## src/hw/rtl/lrupr_pkg.sv

```systemverilog
package lrupr_pkg;

    // Fixed field widths
    localparam int PAGE_W  = 4;
    localparam int FRAME_W = 4;
    localparam int COUNT_W = 4;

    // Frame count after reset
    localparam logic [FRAME_W-1:0] FRAMES_RESET = 4'd4;

    typedef logic [PAGE_W-1:0]  page_t;
    typedef logic [FRAME_W-1:0] frames_t;
    typedef logic [COUNT_W-1:0] count_t;

    // One result transaction
    typedef struct packed {
        logic   hit;
        logic   evicted;
        page_t  evicted_page;
        count_t resident_count;
    } result_t;

endpackage

```

## src/hw/rtl/lrupr_req_if.sv

```systemverilog
interface lrupr_req_if;
    logic           valid;
    logic           ready;
    lrupr_pkg::page_t page;

    modport source (output valid, output page, input ready);
    modport sink   (input valid, input page, output ready);
endinterface

```

## src/hw/rtl/lrupr_rsp_if.sv

```systemverilog
interface lrupr_rsp_if;
    logic              valid;
    logic              ready;
    logic              hit;
    logic              evicted;
    lrupr_pkg::page_t  evicted_page;
    lrupr_pkg::count_t resident_count;

    modport source (output valid, output hit, output evicted, output evicted_page,
                    output resident_count, input ready);
    modport sink   (input valid, input hit, input evicted, input evicted_page,
                    input resident_count, output ready);
endinterface

```

## src/hw/rtl/lrupr_cfg_if.sv

```systemverilog
interface lrupr_cfg_if;
    logic               valid;
    logic               ready;
    lrupr_pkg::frames_t data;

    modport source (output valid, output data, input ready);
    modport sink   (input valid, input data, output ready);
endinterface

```

## src/hw/rtl/lru_page_replacement.sv

```systemverilog
// LRU page replacement over up to MAX_FRAMES page frames. Each req transaction
// carries one page reference; each produces exactly one rsp transaction with
// hit, evicted, evicted_page (0 when nothing was evicted) and the resident
// count after the reference. The block sustains one reference per clock while
// rsp.ready is high; a reference passes the input register, then the result
// register, and the list compare-and-shift across all frames is combinational
// between them. The frame count (cfg, reset value 4) clamps to 1..MAX_FRAMES
// and should be written only while no reference is in flight; lowering it
// below the current occupancy drops nothing at once, later misses replace
// the least recent page. No clearing pass is needed after reset.
module lru_page_replacement
#(
    parameter int MAX_FRAMES = 8
)
(
    input  logic        clk,
    input  logic        rst_n,
    lrupr_req_if.sink   req,
    lrupr_rsp_if.source rsp,
    lrupr_cfg_if.sink   cfg
);

    lrupr_pkg::frames_t frames_reg;
    lrupr_pkg::page_t   page;
    lrupr_pkg::result_t result;
    logic               pending;
    logic               can_load;
    logic               advance;

    // Frame count register, always ready
    assign cfg.ready = 1'b1;

    always_ff @(posedge clk or negedge rst_n)
    begin
        if (!rst_n)
        begin
            frames_reg <= lrupr_pkg::FRAMES_RESET;
        end
        else if (cfg.valid)
        begin
            frames_reg <= cfg.data;
        end
    end

    // A held reference moves on when the result slot can take it
    assign advance = pending && can_load;

    lrupr_in_reg u_in_reg
    (
        .clk     (clk),
        .rst_n   (rst_n),
        .req     (req),
        .advance (advance),
        .page    (page),
        .pending (pending)
    );

    lrupr_list
    #(
        .MAX_FRAMES (MAX_FRAMES)
    )
    u_list
    (
        .clk           (clk),
        .rst_n         (rst_n),
        .step          (advance),
        .page          (page),
        .frames_in_use (frames_reg),
        .result        (result)
    );

    lrupr_out_reg u_out_reg
    (
        .clk      (clk),
        .rst_n    (rst_n),
        .load     (advance),
        .result   (result),
        .can_load (can_load),
        .rsp      (rsp)
    );

endmodule

```

## src/hw/rtl/lrupr_in_reg.sv

```systemverilog
module lrupr_in_reg
(
    input  logic             clk,
    input  logic             rst_n,
    lrupr_req_if.sink        req,
    input  logic             advance,
    output lrupr_pkg::page_t page,
    output logic             pending
);

    logic             pending_reg;
    logic             pending_next;
    lrupr_pkg::page_t page_reg;
    logic             load;

    // Take a new reference when empty or when the held one moves on
    assign req.ready    = !pending_reg || advance;
    assign load         = req.valid && req.ready;
    assign pending_next = load || (pending_reg && !advance);

    always_ff @(posedge clk or negedge rst_n)
    begin
        if (!rst_n)
        begin
            pending_reg <= 1'b0;
        end
        else
        begin
            pending_reg <= pending_next;
        end
    end

    // Payload, no reset
    always_ff @(posedge clk)
    begin
        if (load)
        begin
            page_reg <= req.page;
        end
    end

    assign page    = page_reg;
    assign pending = pending_reg;

endmodule

```

## src/hw/rtl/lrupr_list.sv

```systemverilog
module lrupr_list
#(
    parameter int MAX_FRAMES = 8
)
(
    input  logic                 clk,
    input  logic                 rst_n,
    input  logic                 step,
    input  lrupr_pkg::page_t     page,
    input  lrupr_pkg::frames_t   frames_in_use,
    output lrupr_pkg::result_t   result
);

    localparam int CW = $clog2(MAX_FRAMES + 1);
    localparam int IW = (MAX_FRAMES > 1) ? $clog2(MAX_FRAMES) : 1;

    // Recency list, entry 0 most recent; entries are read only once written
    lrupr_pkg::page_t list_reg  [MAX_FRAMES];
    lrupr_pkg::page_t list_next [MAX_FRAMES];
    logic [CW-1:0]    count_reg;
    logic [CW-1:0]    count_next;

    logic [MAX_FRAMES-1:0] match;
    logic                  hit;
    logic [IW-1:0]         pos;
    logic [CW-1:0]         cap;
    logic                  full;
    logic [CW-1:0]         limit;
    logic [CW-1:0]         last;
    logic [IW-1:0]         last_idx;
    lrupr_pkg::page_t      ev_page;
    logic [31:0]           count_wide;

    // Effective capacity: 0 acts as 1, clamp to MAX_FRAMES
    always_comb
    begin
        if (frames_in_use == '0)
        begin
            cap = CW'(1);
        end
        else if (32'(frames_in_use) > 32'(MAX_FRAMES))
        begin
            cap = CW'(MAX_FRAMES);
        end
        else
        begin
            cap = CW'(frames_in_use);
        end
    end

    // Parallel compare against valid entries, first match wins
    always_comb
    begin
        for (int i = 0; i < MAX_FRAMES; i++)
        begin
            match[i] = (32'(i) < 32'(count_reg)) && (list_reg[i] == page);
        end
        hit = |match;
        pos = '0;
        for (int i = MAX_FRAMES - 1; i >= 0; i--)
        begin
            if (match[i])
            begin
                pos = IW'(i);
            end
        end
    end

    // Miss handling: evict the tail when all frames are taken
    assign full     = (count_reg >= cap);
    assign last     = count_reg - CW'(1);
    assign last_idx = last[IW-1:0];
    assign ev_page  = (!hit && full) ? list_reg[last_idx] : '0;

    always_comb
    begin
        if (hit)
        begin
            limit = CW'(pos);
        end
        else if (full)
        begin
            limit = last;
        end
        else
        begin
            limit = count_reg;
        end
    end

    assign count_next = (!hit && !full) ? count_reg + CW'(1) : count_reg;

    // Shift entries 1..limit toward the tail, new page at the front
    always_comb
    begin
        for (int i = 0; i < MAX_FRAMES; i++)
        begin
            if (i == 0)
            begin
                list_next[i] = page;
            end
            else if (32'(i) <= 32'(limit))
            begin
                list_next[i] = list_reg[i-1];
            end
            else
            begin
                list_next[i] = list_reg[i];
            end
        end
    end

    always_ff @(posedge clk or negedge rst_n)
    begin
        if (!rst_n)
        begin
            count_reg <= '0;
        end
        else if (step)
        begin
            count_reg <= count_next;
        end
    end

    always_ff @(posedge clk)
    begin
        if (step)
        begin
            for (int i = 0; i < MAX_FRAMES; i++)
            begin
                list_reg[i] <= list_next[i];
            end
        end
    end

    // Result for this reference
    assign count_wide            = 32'(count_next);
    assign result.hit            = hit;
    assign result.evicted        = !hit && full;
    assign result.evicted_page   = ev_page;
    assign result.resident_count = count_wide[lrupr_pkg::COUNT_W-1:0];

endmodule

```

## src/hw/rtl/lrupr_out_reg.sv

```systemverilog
module lrupr_out_reg
(
    input  logic               clk,
    input  logic               rst_n,
    input  logic               load,
    input  lrupr_pkg::result_t result,
    output logic               can_load,
    lrupr_rsp_if.source        rsp
);

    logic               valid_reg;
    logic               valid_next;
    lrupr_pkg::result_t result_reg;

    // Slot frees up when empty or when the held result is taken
    assign can_load   = !valid_reg || rsp.ready;
    assign valid_next = load || (valid_reg && !rsp.ready);

    always_ff @(posedge clk or negedge rst_n)
    begin
        if (!rst_n)
        begin
            valid_reg <= 1'b0;
        end
        else
        begin
            valid_reg <= valid_next;
        end
    end

    always_ff @(posedge clk)
    begin
        if (load)
        begin
            result_reg <= result;
        end
    end

    assign rsp.valid          = valid_reg;
    assign rsp.hit            = result_reg.hit;
    assign rsp.evicted        = result_reg.evicted;
    assign rsp.evicted_page   = result_reg.evicted_page;
    assign rsp.resident_count = result_reg.resident_count;

endmodule

```

## src/flat_wrapper.sv

```systemverilog
// flat-port wrapper written by rule: the top's interface ports become plain ports
module lru_page_replacement_flat 
#(
    parameter int MAX_FRAMES = 8
)
  (clk, rst_n, req_valid, req_page, req_ready, rsp_valid, rsp_hit, rsp_evicted, rsp_evicted_page, rsp_resident_count, rsp_ready, cfg_valid, cfg_data, cfg_ready);
  lrupr_req_if req_i ();
  lrupr_rsp_if rsp_i ();
  lrupr_cfg_if cfg_i ();
  input  logic clk;
  input  logic rst_n;
  input wire logic [$bits(req_i.valid)-1:0] req_valid;
  input wire logic [$bits(req_i.page)-1:0] req_page;
  output wire logic [$bits(req_i.ready)-1:0] req_ready;
  output wire logic [$bits(rsp_i.valid)-1:0] rsp_valid;
  output wire logic [$bits(rsp_i.hit)-1:0] rsp_hit;
  output wire logic [$bits(rsp_i.evicted)-1:0] rsp_evicted;
  output wire logic [$bits(rsp_i.evicted_page)-1:0] rsp_evicted_page;
  output wire logic [$bits(rsp_i.resident_count)-1:0] rsp_resident_count;
  input wire logic [$bits(rsp_i.ready)-1:0] rsp_ready;
  input wire logic [$bits(cfg_i.valid)-1:0] cfg_valid;
  input wire logic [$bits(cfg_i.data)-1:0] cfg_data;
  output wire logic [$bits(cfg_i.ready)-1:0] cfg_ready;
  assign req_i.valid = req_valid;
  assign req_i.page = req_page;
  assign req_ready = req_i.ready;
  assign rsp_valid = rsp_i.valid;
  assign rsp_hit = rsp_i.hit;
  assign rsp_evicted = rsp_i.evicted;
  assign rsp_evicted_page = rsp_i.evicted_page;
  assign rsp_resident_count = rsp_i.resident_count;
  assign rsp_i.ready = rsp_ready;
  assign cfg_i.valid = cfg_valid;
  assign cfg_i.data = cfg_data;
  assign cfg_ready = cfg_i.ready;
  lru_page_replacement #(.MAX_FRAMES(MAX_FRAMES)) u_core (.clk(clk), .rst_n(rst_n), .req(req_i), .rsp(rsp_i), .cfg(cfg_i));
endmodule
```

## config.mk

```make
export PLATFORM = sky130hd
export DESIGN_NAME = lru_page_replacement_flat
export DESIGN_NICKNAME = d
export VERILOG_FILES = /design/src/hw/rtl/lrupr_pkg.sv /design/src/hw/rtl/lrupr_req_if.sv /design/src/hw/rtl/lrupr_rsp_if.sv /design/src/hw/rtl/lrupr_cfg_if.sv /design/src/hw/rtl/lru_page_replacement.sv /design/src/hw/rtl/lrupr_in_reg.sv /design/src/hw/rtl/lrupr_list.sv /design/src/hw/rtl/lrupr_out_reg.sv /design/src/flat_wrapper.sv
export SDC_FILE = /design/constraint.sdc
export NUM_CORES = 1
export LEC_CHECK = 0
export BUFFER_PORTS_ARGS = -buffer_cell sky130_fd_sc_hd__buf_2
export CAP_MARGIN = 20
export CORE_UTILIZATION = 38
export CTS_BUF_LIST = sky130_fd_sc_hd__clkbuf_8
export CTS_CLUSTER_SIZE = 16
export DETAILED_ROUTE_END_ITERATION = 8
export HOLD_SLACK_MARGIN = 0.03
export SETUP_SLACK_MARGIN = 0.1
export SYNTH_ARGS = -nofsm -noshare
export SYNTH_HDL_FRONTEND = slang
export SYNTH_SLANG_ARGS = --single-unit
```

## constraint.sdc

```tcl
create_clock -name clk -period 3.9 [get_ports clk]
set_input_delay 0.585 -clock clk [delete_from_list [all_inputs] [get_ports clk]]
set_output_delay 0.585 -clock clk [all_outputs]
set_load 0.01 [all_outputs]
```

==> out/metrics.csv <==
stage,metric,value,unit
outcome,outcome,"finished, final reports clean",
sta,fin_worst_skew,9.06,ps
route,drtIter0Drc,184,
sta,drv_slew,0,
critical_path,path_buf_inv,0,
clocking,cts-resized-gates,0,
placement,place.gp.congestion,0.868,
yosys,synth-main-ff-cell,edfxtp_1,
finish,drive_above_1_share,20.8,%
yosys,yosysWarnings,0,
floorplan,core_region_area,7850,sq um
sta,finalCriticalPeriod,3150,ps
sta,rsz0062_at_grt,false,
floorplan,ios,26,
yosys,synth.distinct_cells,58,
yosys,synth_edf_count,46,
grt,grt_pass1_vias,1832,
yosys,syn_nets,265,
yosys,synthTopCellsByArea,"edfxtp_1 (44%), dfrtp_1 (7.2%), xnor2_1 (6.7%), mux4_2 (5.7%), xor2_1 (3.9%)",
clocking,cts_root_buffer,clkbuf_8,
route,first_pass_iters,4,
sta,setup_tns,0,ps
finish,design_area,3400,sq um
yosys,synth_area_leader_cell,edfxtp_1,
critical_path,crit_path_max_fanout,7,
yosys,synth_cells,244,
floorplan,die_w,92.8,um
clocking,cts_made_buffers,5,
clocking,clk_latency,320,ps
sta,max_slew.worst_pin.slew,627,ps
critical_path,end_kind,flip-flop,
critical_path,worstPathRequired,3970,ps
floorplan,start_util,39.9,%
yosys,ys_seq_elements,56,
grt,grt_max_degree,18,
critical_path,path_common_cell,nor2_1,
critical_path,critPathLaunchType,flip-flop,
sta,min_period_over_period,80.8,%
yosys,synth_top_area_share,44.1,%
grt,overflow,0,
critical_path,crit_arrival,3220,ps
grt,grt_pass1_wl,9700,um
sta,setup_viol_count_final,0,
route,routed_wl,5930,um
critical_path,critPathTopFamily,simple AND/OR/NAND/NOR gates,
job,maxCapViolCount,0,
finish,fin_util,43.3,%
placement,hpwl,4360,um
clocking,clk_path_buf_depth,2,
route,vias,1930,
finish,final_nets,289,
route,vias_per_cell,5.20,
grt,antenna_found_initial,0,
yosys,syn-cell-area,3130,sq um
clocking,postCtsSetupBuffers,0,
clocking,cts-htree-levels,2,
finish,antenna_cells,0,
route,avgRoutedWirePerCell,16.0,um
power,peakVddDrop,0.000279,V
route,drc_errors,0,
route,antenna_left,0,
finish,largest_reg_flops,32,
power,powerDensity,823,nW/um^2
finish,area_growth,8.50,%
sta,max-slew-margin-rel,57.8,%
power,power.leakage,1.29,nW
sta,fmax,317,MHz
floorplan,die_h,92.8,um
sta,hold_viol,0,
yosys,ys_seq_area_share,52.1,%
placement,port_buffers,24,
clocking,clk_pin_slew,100,ps
clocking,cts_sinks,56,
yosys,synth_common_cells,"edfxtp_1 (46), xnor2_1 (24), nor2_1 (20)",
critical_path,crit_chain,"nor2_1, nor2_1, nor2_1, ha_1, nand2b_4, a2111oi_2, nor2_1, or4b_1, mux2_1",
critical_path,crit_path_top_delay_cell,or4b_1,
placement,detailed_place.area,3320,sq um
clocking,cts_tree,yes,
floorplan,num_rows,32,
min_path,hold_path_class,in -> async,
yosys,synth_most_common_cell,edfxtp_1,
critical_path,r2r_slack,750,ps
clocking,holdBufCountCts,0,
floorplan,dieArea,8620,sq um
power,finalPower,2.80,mW
critical_path,crit_type,reg -> reg,
yosys,syn_area_per_cell,12.8,sq um
finish,num-fill-cells,729,
yosys,synthArstFlopShare,17.9,%
grt,grtUsageTotal,15.1,%
critical_path,critPathMaxStageDelay,720,ps
## path summary, 6_finish.rpt
kind | start | endpoint | cells after the start
min in group clk | req_page[2] | u_core.u_in_reg.page[2] | 1
hold reg to reg | u_core.u_in_reg.pending | u_core.u_out_reg.rsp.valid | 1
hold / removal | rst_n | u_core.u_list.count_reg[0] | 1
setup reg to reg | u_core.frames_reg[2] | u_core.u_out_reg.rsp.resident_count[1] | 9
setup / recovery | u_core.frames_reg[2] | u_core.u_out_reg.rsp.resident_count[1] | 9
max in group asynchronous | rst_n | u_core.frames_reg[2] | 1
## layout make-up
| cell class | instances | area, sq um | area share (%) |
|---|---|---|---|
| clock inverter | 3 | 15.0 | 0.442 |
| timing repair buffer | 28 | 150 | 4.42 |
| clock buffer | 5 | 68.8 | 2.02 |
| inverter | 12 | 45.0 | 1.32 |
| sequential | 56 | 1630 | 48.0 |
| tap | 102 | 128 | 3.75 |
| multi-input combinational | 165 | 1360 | 40.0 |
## cells in the final DEF (no fill, tap or decap), drive strengths merged, types with 3 or more instances in the layout
cell	synthesis	layout
mux2	5	5
ha	8	8
a21oi	4	4
mux4	8	8
edfxtp	46	46
mux2i	4	4
a21o	3	3
a211oi	3	3
xor2	14	14
nand2b	9	9
dfrtp	9	9
nor3	6	6
inv	12	13
nand3	5	5
nor2	22	22
o21ai	7	7
clkbuf	1	5
xnor2	24	24
nand2	8	8
nand4	3	3
buf	10	28
nor4	3	3
## per-layer routing
metal | GRT usage, % | routed length, um | up-vias
li1 | - | - | 937
met1 | 20.6 | 2760 | 927
met2 | 23.5 | 2730 | 60
met3 | 3.86 | 360 | 6
met4 | 4.74 | 74 | 0
met5 | 0 | 0 | -
## through the flow
stage	std cells	hold slack (ps)	setup WS, ps
after floorplan	244	289	514
after global placement	363	467	811
after detailed placement	363	474	754
after CTS	371	123	725
after global routing	371	123	535
final	371	126	750
## report_power, final
group	total (mW)	switching [mW]	internal, mW	leakage, nW
Clock	0.311	0.188	0.123	0.0430
Sequential	1.11	0.171	0.943	0.551
Combinational	1.37	0.756	0.617	0.698
Total	2.80	1.11	1.68	1.29
## kinds of logic (layout without fill, tap and decap cells)
group	count (synthesis)	in the layout	synth area share, %
simple gates	69	69	13.3
flops	56	56	52.1
xor+xnor	38	38	10.6
compound gates	32	32	7.39
buf+inv	23	48	4.47
mux	17	17	8.82
fa+ha+maj	8	8	3.19
other cells	1	1	0.120
## worst reg2reg max path, stage by stage, from the launching register on
cell,delay (ps)
dfstp_2,550
nor2_1,50
nor2_1,80
nor2_1,50
ha_1,260
nand2b_4,140
a2111oi_2,460
nor2_1,220
or4b_1,720
mux2_1,400
(Power assumes the default switching activity.)
